`config.mk`:
```
export PLATFORM = sky130hd
export DESIGN_NAME = vgm_command_stream_parser
export DESIGN_NICKNAME = d
export VERILOG_FILES = /design/src/rtl/vgmp_pkg.sv /design/src/rtl/vgm_command_stream_parser.sv /design/src/rtl/vgmp_in_reg.sv /design/src/rtl/vgmp_core.sv /design/src/rtl/vgmp_out_reg.sv
export SDC_FILE = /design/constraint.sdc
export NUM_CORES = 2
export LEC_CHECK = 0
export BUFFER_PORTS_ARGS = -buffer_cell sky130_fd_sc_hd__buf_2
export CAP_MARGIN = 20
export CORE_ASPECT_RATIO = 0.9
export CORE_MARGIN = 2
export CORE_UTILIZATION = 53
export CTS_CLUSTER_SIZE = 8
export DETAILED_ROUTE_END_ITERATION = 7
export GPL_ROUTABILITY_DRIVEN = 0
export PLACE_DENSITY_LB_ADDON = 0.12
export SLEW_MARGIN = 10
export SYNTH_ARGS = -nofsm -noshare
export SYNTH_HDL_FRONTEND = slang
export SYNTH_SLANG_ARGS = --single-unit
```
`constraint.sdc`:
```
create_clock -name i_clk -period 20.1 [get_ports i_clk]
set_clock_uncertainty 0.1 [all_clocks]
set_input_delay 4.02 -clock i_clk [delete_from_list [all_inputs] [get_ports i_clk]]
set_output_delay 4.02 -clock i_clk [all_outputs]
set_load 0.05 [all_outputs]
```
`src/rtl/vgmp_pkg.sv`:
```
package vgmp_pkg;

    localparam int unsigned CFG_INDEX_W = 3;

    typedef enum logic [CFG_INDEX_W-1:0] {
        CFG_FORMAT_VERSION = 3'd0,
        CFG_DATA_START     = 3'd1,
        CFG_END_BOUND      = 3'd2,
        CFG_LOOP_TARGET    = 3'd3,
        CFG_FILE_LENGTH    = 3'd4
    } t_cfg_index;

    typedef enum logic [1:0] {
        ACT_BYTE    = 2'd0,
        ACT_EXHAUST = 2'd1,
        ACT_START   = 2'd2,
        ACT_IGNORE  = 2'd3
    } t_action;

    localparam logic [2:0] KIND_REG_WRITE = 3'd0;
    localparam logic [2:0] KIND_WAIT      = 3'd1;
    localparam logic [2:0] KIND_LOOP_JUMP = 3'd2;
    localparam logic [2:0] KIND_END       = 3'd3;
    localparam logic [2:0] KIND_ERROR     = 3'd4;

    localparam logic [1:0] ERR_TRUNCATED  = 2'd0;
    localparam logic [1:0] ERR_BLOCK_RANGE = 2'd1;
    localparam logic [1:0] ERR_UNKNOWN_OP = 2'd2;
    localparam logic [1:0] ERR_LOOP_RANGE = 2'd3;

    localparam logic [7:0]  OP_YM2151_WRITE = 8'h54;
    localparam logic [7:0]  OP_WAIT_N       = 8'h61;
    localparam logic [7:0]  OP_WAIT_NTSC    = 8'h62;
    localparam logic [7:0]  OP_WAIT_PAL     = 8'h63;
    localparam logic [7:0]  OP_END          = 8'h66;
    localparam logic [7:0]  OP_DATA_BLOCK   = 8'h67;
    localparam logic [15:0] WAIT_NTSC_SAMPLES = 16'd735;
    localparam logic [15:0] WAIT_PAL_SAMPLES  = 16'd882;
    localparam logic [31:0] BLOCK_SIZE_MASK   = 32'h7FFF_FFFF;
    localparam logic [15:0] VERSION_WIDE_OPS  = 16'h0160;

    localparam logic [15:0] RST_FORMAT_VERSION = 16'h0170;
    localparam logic [31:0] RST_DATA_START     = 32'd64;
    localparam logic [31:0] RST_END_BOUND      = 32'hFFFF_FFFF;
    localparam logic [31:0] RST_LOOP_TARGET    = 32'd0;
    localparam logic [31:0] RST_FILE_LENGTH    = 32'hFFFF_FFFF;

    // operand counts of the DAC stream control opcodes 0x90..0x95
    localparam logic [3:0] DAC_CTL_LEN [6] = '{4'd4, 4'd4, 4'd5, 4'd10, 4'd1, 4'd4};

    typedef enum logic [3:0] {
        PH_OPCODE   = 4'd0,
        PH_REG_ADDR = 4'd1,
        PH_REG_DATA = 4'd2,
        PH_WAIT_LO  = 4'd3,
        PH_WAIT_HI  = 4'd4,
        PH_BLK_HDR  = 4'd5,
        PH_BLK_SIZE = 4'd6,
        PH_SKIP     = 4'd8
    } t_phase;

    typedef struct packed {
        logic [15:0] format_version;
        logic [31:0] data_start;
        logic [31:0] end_bound;
        logic [31:0] loop_target;
        logic [31:0] file_length;
    } t_cfg;

    typedef struct packed {
        logic [2:0]  kind;
        logic [7:0]  reg_address;
        logic [7:0]  reg_data;
        logic [15:0] wait_samples;
        logic [63:0] sample_position;
        logic [31:0] loop_count;
        logic [1:0]  error_code;
        logic [31:0] error_offset;
        logic [31:0] jump_offset;
    } t_result;

    typedef struct packed {
        logic       known;
        logic [3:0] len;
    } t_op_len;

    // operand byte count of an opcode whose operands are skipped
    function automatic t_op_len op_len(input logic [7:0] op, input logic [15:0] version);
        t_op_len r;
        r.known = 1'b1;
        r.len   = 4'd0;
        if (op <= 8'h2F) begin
            r.known = 1'b0;
        end else if (op <= 8'h3F) begin
            r.len = 4'd1;
        end else if (op <= 8'h4E) begin
            r.len = (version >= VERSION_WIDE_OPS) ? 4'd2 : 4'd1;
        end else if (op <= 8'h50) begin
            r.len = 4'd1;
        end else if (op <= 8'h5F) begin
            r.len = 4'd2;
        end else if (op == 8'h64) begin
            r.len = 4'd3;
        end else if (op == 8'h68) begin
            r.len = 4'd11;
        end else if (op >= 8'h90 && op <= 8'h95) begin
            r.len = DAC_CTL_LEN[op[2:0]];
        end else if (op >= 8'hA0 && op <= 8'hBF) begin
            r.len = 4'd2;
        end else if (op >= 8'hC0 && op <= 8'hDF) begin
            r.len = 4'd3;
        end else if (op >= 8'hE0) begin
            r.len = 4'd4;
        end else begin
            r.known = 1'b0;
        end
        return r;
    endfunction

endpackage

```
`src/rtl/vgm_command_stream_parser.sv`:
```
// VGM command stream parser: takes one file byte (or a start / end-of-stream
// action) per item and returns YM2151 register writes, waits, loop jumps, end
// of data and errors. Throughput is one item per clock unless the output
// register stalls: an input register feeds a combinational parse stage, whose
// state advances as the item leaves the input register, and the result lands
// in an output register. Only a stalled output register holds the input side.
// After a loop jump the feeder must resume at jump_offset. Configuration
// registers are to be written through the plain write port only while the
// block is idle; the block itself does not enforce this.
module vgm_command_stream_parser
    import vgmp_pkg::*;
(
    input  logic                   i_clk,
    input  logic                   i_rst_n,
    input  logic                   i_cfg_we,
    input  logic [CFG_INDEX_W-1:0] i_cfg_index,
    input  logic [31:0]            i_cfg_wdata,
    input  logic                   i_valid,
    output logic                   o_ready,
    input  logic [1:0]             i_action,
    input  logic [7:0]             i_byte_value,
    output logic                   o_valid,
    input  logic                   i_ready,
    output logic [2:0]             o_kind,
    output logic [7:0]             o_reg_address,
    output logic [7:0]             o_reg_data,
    output logic [15:0]            o_wait_samples,
    output logic [63:0]            o_sample_position,
    output logic [31:0]            o_loop_count,
    output logic [1:0]             o_error_code,
    output logic [31:0]            o_error_offset,
    output logic [31:0]            o_jump_offset
);

    t_cfg    r_cfg;
    logic    item_valid;
    logic [1:0] item_action;
    logic [7:0] item_byte;
    logic    out_free;
    logic    advance;
    logic    res_valid;
    t_result result;
    t_result out_result;

    always_ff @(posedge i_clk) begin
        if (!i_rst_n) begin
            r_cfg.format_version <= RST_FORMAT_VERSION;
            r_cfg.data_start     <= RST_DATA_START;
            r_cfg.end_bound      <= RST_END_BOUND;
            r_cfg.loop_target    <= RST_LOOP_TARGET;
            r_cfg.file_length    <= RST_FILE_LENGTH;
        end else if (i_cfg_we) begin
            case (i_cfg_index)
                CFG_FORMAT_VERSION: r_cfg.format_version <= i_cfg_wdata[15:0];
                CFG_DATA_START:     r_cfg.data_start     <= i_cfg_wdata;
                CFG_END_BOUND:      r_cfg.end_bound      <= i_cfg_wdata;
                CFG_LOOP_TARGET:    r_cfg.loop_target    <= i_cfg_wdata;
                CFG_FILE_LENGTH:    r_cfg.file_length    <= i_cfg_wdata;
                default:            r_cfg.format_version <= r_cfg.format_version;
            endcase
        end
    end

    assign advance = item_valid && out_free;

    vgmp_in_reg u_in_reg (
        .i_clk        (i_clk),
        .i_rst_n      (i_rst_n),
        .i_valid      (i_valid),
        .o_ready      (o_ready),
        .i_action     (i_action),
        .i_byte_value (i_byte_value),
        .i_advance    (advance),
        .o_valid      (item_valid),
        .o_action     (item_action),
        .o_byte_value (item_byte)
    );

    vgmp_core u_core (
        .i_clk        (i_clk),
        .i_rst_n      (i_rst_n),
        .i_cfg        (r_cfg),
        .i_advance    (advance),
        .i_action     (item_action),
        .i_byte_value (item_byte),
        .o_res_valid  (res_valid),
        .o_result     (result)
    );

    vgmp_out_reg u_out_reg (
        .i_clk    (i_clk),
        .i_rst_n  (i_rst_n),
        .i_load   (advance && res_valid),
        .i_result (result),
        .o_free   (out_free),
        .o_valid  (o_valid),
        .i_ready  (i_ready),
        .o_result (out_result)
    );

    assign o_kind            = out_result.kind;
    assign o_reg_address     = out_result.reg_address;
    assign o_reg_data        = out_result.reg_data;
    assign o_wait_samples    = out_result.wait_samples;
    assign o_sample_position = out_result.sample_position;
    assign o_loop_count      = out_result.loop_count;
    assign o_error_code      = out_result.error_code;
    assign o_error_offset    = out_result.error_offset;
    assign o_jump_offset     = out_result.jump_offset;

endmodule

```
`src/rtl/vgmp_in_reg.sv`:
```
module vgmp_in_reg
    import vgmp_pkg::*;
(
    input  logic       i_clk,
    input  logic       i_rst_n,
    input  logic       i_valid,
    output logic       o_ready,
    input  logic [1:0] i_action,
    input  logic [7:0] i_byte_value,
    input  logic       i_advance,
    output logic       o_valid,
    output logic [1:0] o_action,
    output logic [7:0] o_byte_value
);

    logic       r_valid;
    logic [1:0] r_action;
    logic [7:0] r_byte_value;
    logic       load;

    assign o_ready = !r_valid || i_advance;
    assign load    = i_valid && o_ready;

    always_ff @(posedge i_clk) begin
        if (!i_rst_n) begin
            r_valid <= 1'b0;
        end else if (load) begin
            r_valid <= 1'b1;
        end else if (i_advance) begin
            r_valid <= 1'b0;
        end
    end

    always_ff @(posedge i_clk) begin
        if (load) begin
            r_action     <= i_action;
            r_byte_value <= i_byte_value;
        end
    end

    assign o_valid      = r_valid;
    assign o_action     = r_action;
    assign o_byte_value = r_byte_value;

endmodule

```
`src/rtl/vgmp_core.sv`:
```
module vgmp_core
    import vgmp_pkg::*;
(
    input  logic       i_clk,
    input  logic       i_rst_n,
    input  t_cfg       i_cfg,
    input  logic       i_advance,
    input  logic [1:0] i_action,
    input  logic [7:0] i_byte_value,
    output logic       o_res_valid,
    output t_result    o_result
);

    logic        r_running,       n_running;
    t_phase      r_phase,         n_phase;
    logic [31:0] r_file_position, n_file_position;
    logic [31:0] r_command_start, n_command_start;
    logic [7:0]  r_first_operand, n_first_operand;
    logic [31:0] r_skip_remaining, n_skip_remaining;
    logic [31:0] r_block_length,  n_block_length;
    logic [63:0] r_samples_total, n_samples_total;
    logic [31:0] r_loops_taken,   n_loops_taken;

    logic [31:0] pos_inc;
    t_op_len     op_info;
    logic [1:0]  size_idx;
    logic [31:0] size_acc;
    logic [31:0] size_masked;
    logic [32:0] block_end;

    logic        emit_wait;
    logic [15:0] wait_amt;
    logic        emit_reg;
    logic        end_req;
    logic [31:0] end_at;
    logic        emit_jump;
    logic        emit_stop;
    logic        fail_req;
    logic [1:0]  fail_code;
    logic [31:0] fail_at;

    assign pos_inc     = r_file_position + 32'd1;
    assign op_info     = op_len(i_byte_value, i_cfg.format_version);
    assign size_idx    = 2'(32'd4 - r_skip_remaining);
    assign size_acc    = r_block_length | ({24'd0, i_byte_value} << {size_idx, 3'b000});
    assign size_masked = size_acc & BLOCK_SIZE_MASK;
    assign block_end   = {1'b0, pos_inc} + {1'b0, size_masked};

    // next state
    always_comb begin
        n_running        = r_running;
        n_phase          = r_phase;
        n_file_position  = r_file_position;
        n_command_start  = r_command_start;
        n_first_operand  = r_first_operand;
        n_skip_remaining = r_skip_remaining;
        n_block_length   = r_block_length;
        n_samples_total  = r_samples_total;
        n_loops_taken    = r_loops_taken;
        emit_wait = 1'b0;
        wait_amt  = 16'd0;
        emit_reg  = 1'b0;
        end_req   = 1'b0;
        end_at    = 32'd0;
        emit_jump = 1'b0;
        emit_stop = 1'b0;
        fail_req  = 1'b0;
        fail_code = ERR_TRUNCATED;
        fail_at   = 32'd0;

        if (i_action == ACT_START) begin
            n_running        = 1'b1;
            n_phase          = PH_OPCODE;
            n_file_position  = i_cfg.data_start;
            n_command_start  = i_cfg.data_start;
            n_first_operand  = 8'd0;
            n_skip_remaining = 32'd0;
            n_block_length   = 32'd0;
            n_samples_total  = 64'd0;
            n_loops_taken    = 32'd0;
        end else if (!r_running || i_action == ACT_IGNORE) begin
            n_running = r_running;
        end else if (r_phase == PH_OPCODE && r_file_position >= i_cfg.end_bound) begin
            // end bound reached: byte is not consumed
            end_req = 1'b1;
            end_at  = i_cfg.end_bound;
        end else if (i_action == ACT_EXHAUST) begin
            fail_req  = 1'b1;
            fail_code = ERR_TRUNCATED;
            fail_at   = (r_phase == PH_OPCODE) ? r_file_position : r_command_start;
        end else begin
            n_file_position = pos_inc;
            case (r_phase)
                PH_OPCODE: begin
                    n_command_start = r_file_position;
                    if (i_byte_value == OP_YM2151_WRITE) begin
                        n_phase = PH_REG_ADDR;
                    end else if (i_byte_value == OP_WAIT_N) begin
                        n_phase = PH_WAIT_LO;
                    end else if (i_byte_value == OP_WAIT_NTSC) begin
                        emit_wait = 1'b1;
                        wait_amt  = WAIT_NTSC_SAMPLES;
                    end else if (i_byte_value == OP_WAIT_PAL) begin
                        emit_wait = 1'b1;
                        wait_amt  = WAIT_PAL_SAMPLES;
                    end else if (i_byte_value[7:4] == 4'h7) begin
                        emit_wait = 1'b1;
                        wait_amt  = {12'd0, i_byte_value[3:0]} + 16'd1;
                    end else if (i_byte_value[7:4] == 4'h8) begin
                        emit_wait = 1'b1;
                        wait_amt  = {12'd0, i_byte_value[3:0]};
                    end else if (i_byte_value == OP_DATA_BLOCK) begin
                        n_phase          = PH_BLK_HDR;
                        n_skip_remaining = 32'd2;
                    end else if (i_byte_value == OP_END) begin
                        end_req = 1'b1;
                        end_at  = pos_inc;
                    end else if (!op_info.known) begin
                        fail_req  = 1'b1;
                        fail_code = ERR_UNKNOWN_OP;
                        fail_at   = r_file_position;
                    end else begin
                        n_phase          = PH_SKIP;
                        n_skip_remaining = {28'd0, op_info.len};
                    end
                end
                PH_REG_ADDR: begin
                    n_first_operand = i_byte_value;
                    n_phase         = PH_REG_DATA;
                end
                PH_REG_DATA: begin
                    emit_reg = 1'b1;
                    n_phase  = PH_OPCODE;
                end
                PH_WAIT_LO: begin
                    n_first_operand = i_byte_value;
                    n_phase         = PH_WAIT_HI;
                end
                PH_WAIT_HI: begin
                    emit_wait = 1'b1;
                    wait_amt  = {i_byte_value, r_first_operand};
                end
                PH_BLK_HDR: begin
                    n_skip_remaining = r_skip_remaining - 32'd1;
                    if (n_skip_remaining == 32'd0) begin
                        n_phase          = PH_BLK_SIZE;
                        n_skip_remaining = 32'd4;
                        n_block_length   = 32'd0;
                    end
                end
                PH_BLK_SIZE: begin
                    n_block_length   = size_acc;
                    n_skip_remaining = r_skip_remaining - 32'd1;
                    if (n_skip_remaining == 32'd0) begin
                        n_block_length = size_masked;
                        if (block_end > {1'b0, i_cfg.file_length}) begin
                            fail_req  = 1'b1;
                            fail_code = ERR_BLOCK_RANGE;
                            fail_at   = r_command_start;
                        end else begin
                            n_skip_remaining = size_masked;
                            n_phase = (size_masked == 32'd0) ? PH_OPCODE : PH_SKIP;
                        end
                    end
                end
                PH_SKIP: begin
                    if (r_skip_remaining != 32'd0) begin
                        n_skip_remaining = r_skip_remaining - 32'd1;
                    end
                    if (n_skip_remaining == 32'd0) begin
                        n_phase = PH_OPCODE;
                    end
                end
                default: begin
                    n_phase = PH_OPCODE;
                end
            endcase
        end

        if (emit_wait) begin
            n_samples_total = r_samples_total + {48'd0, wait_amt};
            n_phase         = PH_OPCODE;
        end

        if (end_req) begin
            n_phase = PH_OPCODE;
            if (i_cfg.loop_target != 32'd0) begin
                if (i_cfg.loop_target > i_cfg.file_length) begin
                    fail_req  = 1'b1;
                    fail_code = ERR_LOOP_RANGE;
                    fail_at   = end_at;
                end else begin
                    emit_jump       = 1'b1;
                    n_file_position = i_cfg.loop_target;
                    n_loops_taken   = r_loops_taken + 32'd1;
                end
            end else begin
                emit_stop = 1'b1;
                n_running = 1'b0;
            end
        end

        if (fail_req) begin
            n_running = 1'b0;
            n_phase   = PH_OPCODE;
        end
    end

    // result
    always_comb begin
        o_result = '0;
        o_result.sample_position = n_samples_total;
        o_result.loop_count      = n_loops_taken;
        o_res_valid = fail_req || emit_jump || emit_stop || emit_wait || emit_reg;
        if (fail_req) begin
            o_result.kind         = KIND_ERROR;
            o_result.error_code   = fail_code;
            o_result.error_offset = fail_at;
        end else if (emit_jump) begin
            o_result.kind         = KIND_LOOP_JUMP;
            o_result.error_offset = end_at;
            o_result.jump_offset  = i_cfg.loop_target;
        end else if (emit_stop) begin
            o_result.kind         = KIND_END;
            o_result.error_offset = end_at;
        end else if (emit_wait) begin
            o_result.kind         = KIND_WAIT;
            o_result.wait_samples = wait_amt;
        end else begin
            o_result.kind        = KIND_REG_WRITE;
            o_result.reg_address = emit_reg ? r_first_operand : 8'd0;
            o_result.reg_data    = emit_reg ? i_byte_value : 8'd0;
        end
    end

    always_ff @(posedge i_clk) begin
        if (!i_rst_n) begin
            r_running        <= 1'b0;
            r_phase          <= PH_OPCODE;
            r_file_position  <= 32'd0;
            r_command_start  <= 32'd0;
            r_first_operand  <= 8'd0;
            r_skip_remaining <= 32'd0;
            r_block_length   <= 32'd0;
            r_samples_total  <= 64'd0;
            r_loops_taken    <= 32'd0;
        end else if (i_advance) begin
            r_running        <= n_running;
            r_phase          <= n_phase;
            r_file_position  <= n_file_position;
            r_command_start  <= n_command_start;
            r_first_operand  <= n_first_operand;
            r_skip_remaining <= n_skip_remaining;
            r_block_length   <= n_block_length;
            r_samples_total  <= n_samples_total;
            r_loops_taken    <= n_loops_taken;
        end
    end

endmodule

```
`src/rtl/vgmp_out_reg.sv`:
```
module vgmp_out_reg
    import vgmp_pkg::*;
(
    input  logic    i_clk,
    input  logic    i_rst_n,
    input  logic    i_load,
    input  t_result i_result,
    output logic    o_free,
    output logic    o_valid,
    input  logic    i_ready,
    output t_result o_result
);

    logic    r_valid;
    t_result r_result;

    assign o_free = !r_valid || i_ready;

    always_ff @(posedge i_clk) begin
        if (!i_rst_n) begin
            r_valid <= 1'b0;
        end else if (i_load) begin
            r_valid <= 1'b1;
        end else if (i_ready) begin
            r_valid <= 1'b0;
        end
    end

    always_ff @(posedge i_clk) begin
        if (i_load) begin
            r_result <= i_result;
        end
    end

    assign o_valid  = r_valid;
    assign o_result = r_result;

endmodule

```
==> tab_implementation.tex <==
\begin{tabular}{lr}
\hline
Metric & Value \\
\hline
\multicolumn{2}{l}{\textbf{Logic synthesis}} \\
\quad Mapped Nets & 4054 \\
\quad Most frequent cells after synthesis & sky130\_fd\_sc\_hd\_\_nand2\_1 (453), sky130\_fd\_sc\_hd\_\_dfxtp\_1 (377), sky130\_fd\_sc\_hd\_\_a21oi\_1 (359), sky130\_fd\_sc\_hd\_\_nor2\_1 (274), sky130\_fd\_sc\_hd\_\_clkbuf\_1 (233) \\
\quad FF+latch count, synth & 584 \\
\quad Dominant cell by count in the synthesized netlist & sky130\_fd\_sc\_hd\_\_nand2\_1 \\
\quad Number of synthesized flops with an enable pin & 207 \\
\quad Avg Inst Size Synth & 8.589 um\^{}2 \\
\quad Number of warnings issued by yosys & 0 \\
\quad Sequential share of the synthesized area & 41.64\% \\
\quad Leading register cell type out of synthesis & sky130\_fd\_sc\_hd\_\_dfxtp\_1 \\
\quad Share of Yosys cell area claimed by the top area cell type & 22.84\% \\
\quad Largest area contributor in the synthesized netlist & sky130\_fd\_sc\_hd\_\_dfxtp\_1 \\
\quad Cell area after synthesis & 33050 um\^{}2 \\
\quad Asr flop ratio synth & 0\% \\
\quad Gate Count Post-Synth & 3848 \\
\quad Largest cells by area after synthesis & sky130\_fd\_sc\_hd\_\_dfxtp\_1 (23\%), sky130\_fd\_sc\_hd\_\_edfxtp\_1 (19\%), sky130\_fd\_sc\_hd\_\_ha\_1 (5.8\%), sky130\_fd\_sc\_hd\_\_a21oi\_1 (5.4\%), sky130\_fd\_sc\_hd\_\_nand2\_1 (5.1\%) \\
\quad Count of cell types in the netlist & 92 \\
\multicolumn{2}{l}{\textbf{Min path}} \\
\quad Startpoint of the worst hold path & r\_cfg[138] \\
\quad Worst Hold Class & flip-flop to flip-flop \\
\quad Hold Path Depth & 2 \\
\quad Worst Hold Path EP & r\_cfg[138] \\
\multicolumn{2}{l}{\textbf{Global route}} \\
\quad Via count of the first global-routing pass & 27910 \\
\quad Combined global-route utilization of all metal layers & 34.50\% \\
\quad Wire length of the first global-routing pass & 170500 um \\
\quad Largest net degree at the start of global routing & 151 \\
\quad Global-route congestion overflow total & 0 \\
\quad Antenna violations before repair & 2 \\
\multicolumn{2}{l}{\textbf{Drt}} \\
\quad Average vias per placed instance & 6.398 \\
\quad Count of nets left with antenna violations after detail routing & 0 \\
\quad Routed wire length per instance & 23.40 um \\
\quad Violation count after the first detailed-route iteration & 4028 \\
\quad Total wire length after detailed routing & 113900 um \\
\quad DRC viols & 0 \\
\quad Number of iterations in the first detailed-routing pass & 6 \\
\quad Count of vias placed by the detailed router & 31150 \\
\multicolumn{2}{l}{\textbf{Timing}} \\
\quad Minimum period implied by the final worst setup slack & 8.676 ns \\
\quad Max-slew violation count & 0 \\
\quad Max transition margin & 24.49\% \\
\quad WHS & 0.3554 ns \\
\quad Setup TNS & 0 ns \\
\quad Slew @ Worst Pin & 1.133 ns \\
\quad Count of endpoints failing setup in the final report & 0 \\
\quad Crit share post-route & 43.17\% \\
\quad Hold violation total from the final report & 0 \\
\quad Highest clock rate & 0.1153 GHz \\
\quad RSZ-0062 raised after global routing & false \\
\multicolumn{2}{l}{\textbf{Worst setup path}} \\
\quad Delay of the slowest cell on the worst path & 0.22 ns \\
\quad Data arrival time of the critical path & 4.56 ns \\
\quad CP Launch Point & i\_ready \\
\quad Crit-path most repeated cell & sky130\_fd\_sc\_hd\_\_buf\_2 \\
\quad Slowest library cell on the worst path & sky130\_fd\_sc\_hd\_\_buf\_2 \\
\quad Data required time of the critical path & 15.98 ns \\
\quad Capture point of the worst reg-to-reg path & u\_out\_reg.o\_result[190] \\
\quad Startpoint type of the worst setup path & input pin \\
\quad Number of buffer and inverter stages on the critical path & 2 \\
\quad Critical path type & input pin to output pin \\
\quad Number of cells on the worst reg-to-reg path & 27 \\
\quad Slack of the worst reg-to-reg path & 11.66 ns \\
\quad Crit. End Element & output pin \\
\quad Startpoint of the lowest-slack register-to-register path & u\_core.r\_skip\_remaining[0] \\
\quad Cell class contributing the biggest share of worst-path delay & buffers and inverters \\
\quad Cell-by-cell trace of the critical path & buf\_2, nor2b\_1, nand2\_1, buf\_2 \\
\quad Worst-path maximum fanout & 2 \\
\multicolumn{2}{l}{\textbf{Power}} \\
\quad LEAKAGE & 15.19 nW \\
\quad Total power density per cell area & 74.05 nW/um\^{}2 \\
\quad Worst IR Drop VDD & 60.49 uV \\
\multicolumn{2}{l}{\textbf{Clocking}} \\
\quad Resized Gates After CTS & 0 \\
\quad Worst-Skew Late Latency & 0.64 ns \\
\quad TritonCTS clock tree & built \\
\quad Cts bufs inserted & 82 \\
\quad Number of buffers added to fix hold violations after cts & 0 \\
\quad CTS max path bufs & 3 \\
\quad Clock input transition at the sequential cells of the worst setup and hold paths & 0.05 ns \\
\quad Number of setup buffers added after CTS & 0 \\
\quad Sinks on Clock Net & 584 \\
\quad CTS HTree Levels & 3 \\
\quad CTS root buf & sky130\_fd\_sc\_hd\_\_clkbuf\_16 \\
\multicolumn{2}{l}{\textbf{Cells and area}} \\
\quad Total area of multi-input combinational cells & 17750 um\^{}2 \\
\quad Final Net Count & 4178 \\
\quad Diode count & 0 \\
\quad Total of fill cells in the finished design & 5446 \\
\quad Growth of design area from synthesis to finish & 12.86\% \\
\quad Share of cells above drive strength 1 & 11.68\% \\
\quad Footprint of the flip-flops and latches & 13760 um\^{}2 \\
\quad Count of non-filler cells in the finished layout & 4869 \\
\multicolumn{2}{l}{\textbf{Floorplanning}} \\
\quad Die outline height & 240.9 um \\
\quad Floorplan row count & 86 \\
\quad Floorplan die width & 267.2 um \\
\quad Die outline area & 64370 um\^{}2 \\
\quad Total I/O pin count & 249 \\
\quad Area inside the core boundary & 61440 um\^{}2 \\
\quad Starting density of the core & 53.79\% \\
\multicolumn{2}{l}{\textbf{Place}} \\
\quad HPWL reported at the end of detailed placement & 76610 um \\
\quad Cell count after placement & 4723 \\
\quad Number of buffer cells added on primary ports & 248 \\
\multicolumn{2}{l}{\textbf{Run}} \\
\quad Number of violations of the max-capacitance limit & 0 \\
\multicolumn{2}{l}{\textbf{Run status}} \\
\quad Run status & completed \\
\hline
\end{tabular}
## registers in the layout, indices dropped and copies added (netlist names)
register and flops:
u_core.r_samples_total 64, u_out_reg.o_valid 1, r_cfg 139, u_core.r_command_start 32
u_core.r_loops_taken 32, u_core.r_first_operand 8, u_core.r_running 1, u_core.r_skip_remaining 32
u_in_reg.o_valid 1, u_out_reg.o_result 197, u_in_reg.o_action 2, u_core.r_phase 4
u_core.r_block_length 31, u_in_reg.o_byte_value 8, u_core.r_file_position 32
## through the flow
step                      utilization [%]  worst slack, ns  total power, mW  instance area, um^2
after floorplan                         -            5.304            1.390                33050
after global placement              56.77            11.41            1.462                34880
after detailed placement            56.77            11.42            1.464                34880
after CTS                           60.67            11.42            2.766                37280
after global routing                60.71            11.09            2.832                37300
final                               60.71            11.42            2.762                37300
## layout by cell type (no fill, tap or decap), drive strengths merged, types with 46 or more instances in the layout
cell type / count
a211oi: 50
a21oi: 360
and2: 72
and3: 46
buf: 305
clkbuf: 141
dfxtp: 377
edfxtp: 207
ha: 154
inv: 171
mux2i: 53
nand2: 455
nand3: 111
nand4: 67
nor2: 274
nor3: 76
o211ai: 94
o21ai: 185
o22ai: 69
or3: 59
or4: 47
xnor2: 63
xor2: 64
## routing by layer
layer	vias to the layer above	share of wire (%)	track usage, %
li1	14400	-	-
met1	14680	43	49.92
met2	1781	41	49.06
met3	284	12	8.264
met4	4	4.1	14.30
met5	-	0.020	0
## cells by family after synthesis
family / count (synthesis) / synth area share [%]
simple gates: 1384 / 20.81
fa+ha+maj: 156 / 5.951
mux: 55 / 1.673
xor+xnor: 127 / 3.366
buf+inv: 436 / 4.997
compound gates: 1106 / 21.56
flops: 584 / 41.64
## worst max path at each step
stage / depth (start not counted) / endpoint / slack (ns)
finish: 4 / o_ready / 11.42
detailed placement: 4 / o_ready / 11.42
CTS: 4 / o_ready / 11.42
global placement: 4 / o_ready / 11.41
global route: 27 / u_out_reg.o_result[115] / 11.09
floorplan: 26 / u_out_reg.o_result[0] / 5.30
## tightest hold or removal path, delay by kind of cell (launching register included)
kind / cells / cell delay, ns
AO/OA/AOI/OAI: 1 / 0.05
AND/OR/NAND/NOR: 1 / 0.05
flip-flops: 1 / 0.30
## cell type report
class	instances	area share, %
Multi-Input combinational cell	2828	47.58
Timing Repair Buffer	305	4.549
Sequential cell	584	36.90
Clock inverter	4	0.1644
Inverter	171	1.734
Clock buffer	141	6.266
Tap cell	836	2.804
## report_power, final
part           total [mW]  leakage (nW)  switching (mW)  internal, mW
Clock                1.31          1.14           0.528         0.784
Sequential           1.25          5.20          0.0170          1.23
Combinational       0.200          8.85           0.142        0.0580
Total                2.76          15.2           0.687          2.07
(Power assumes the default switching activity.)
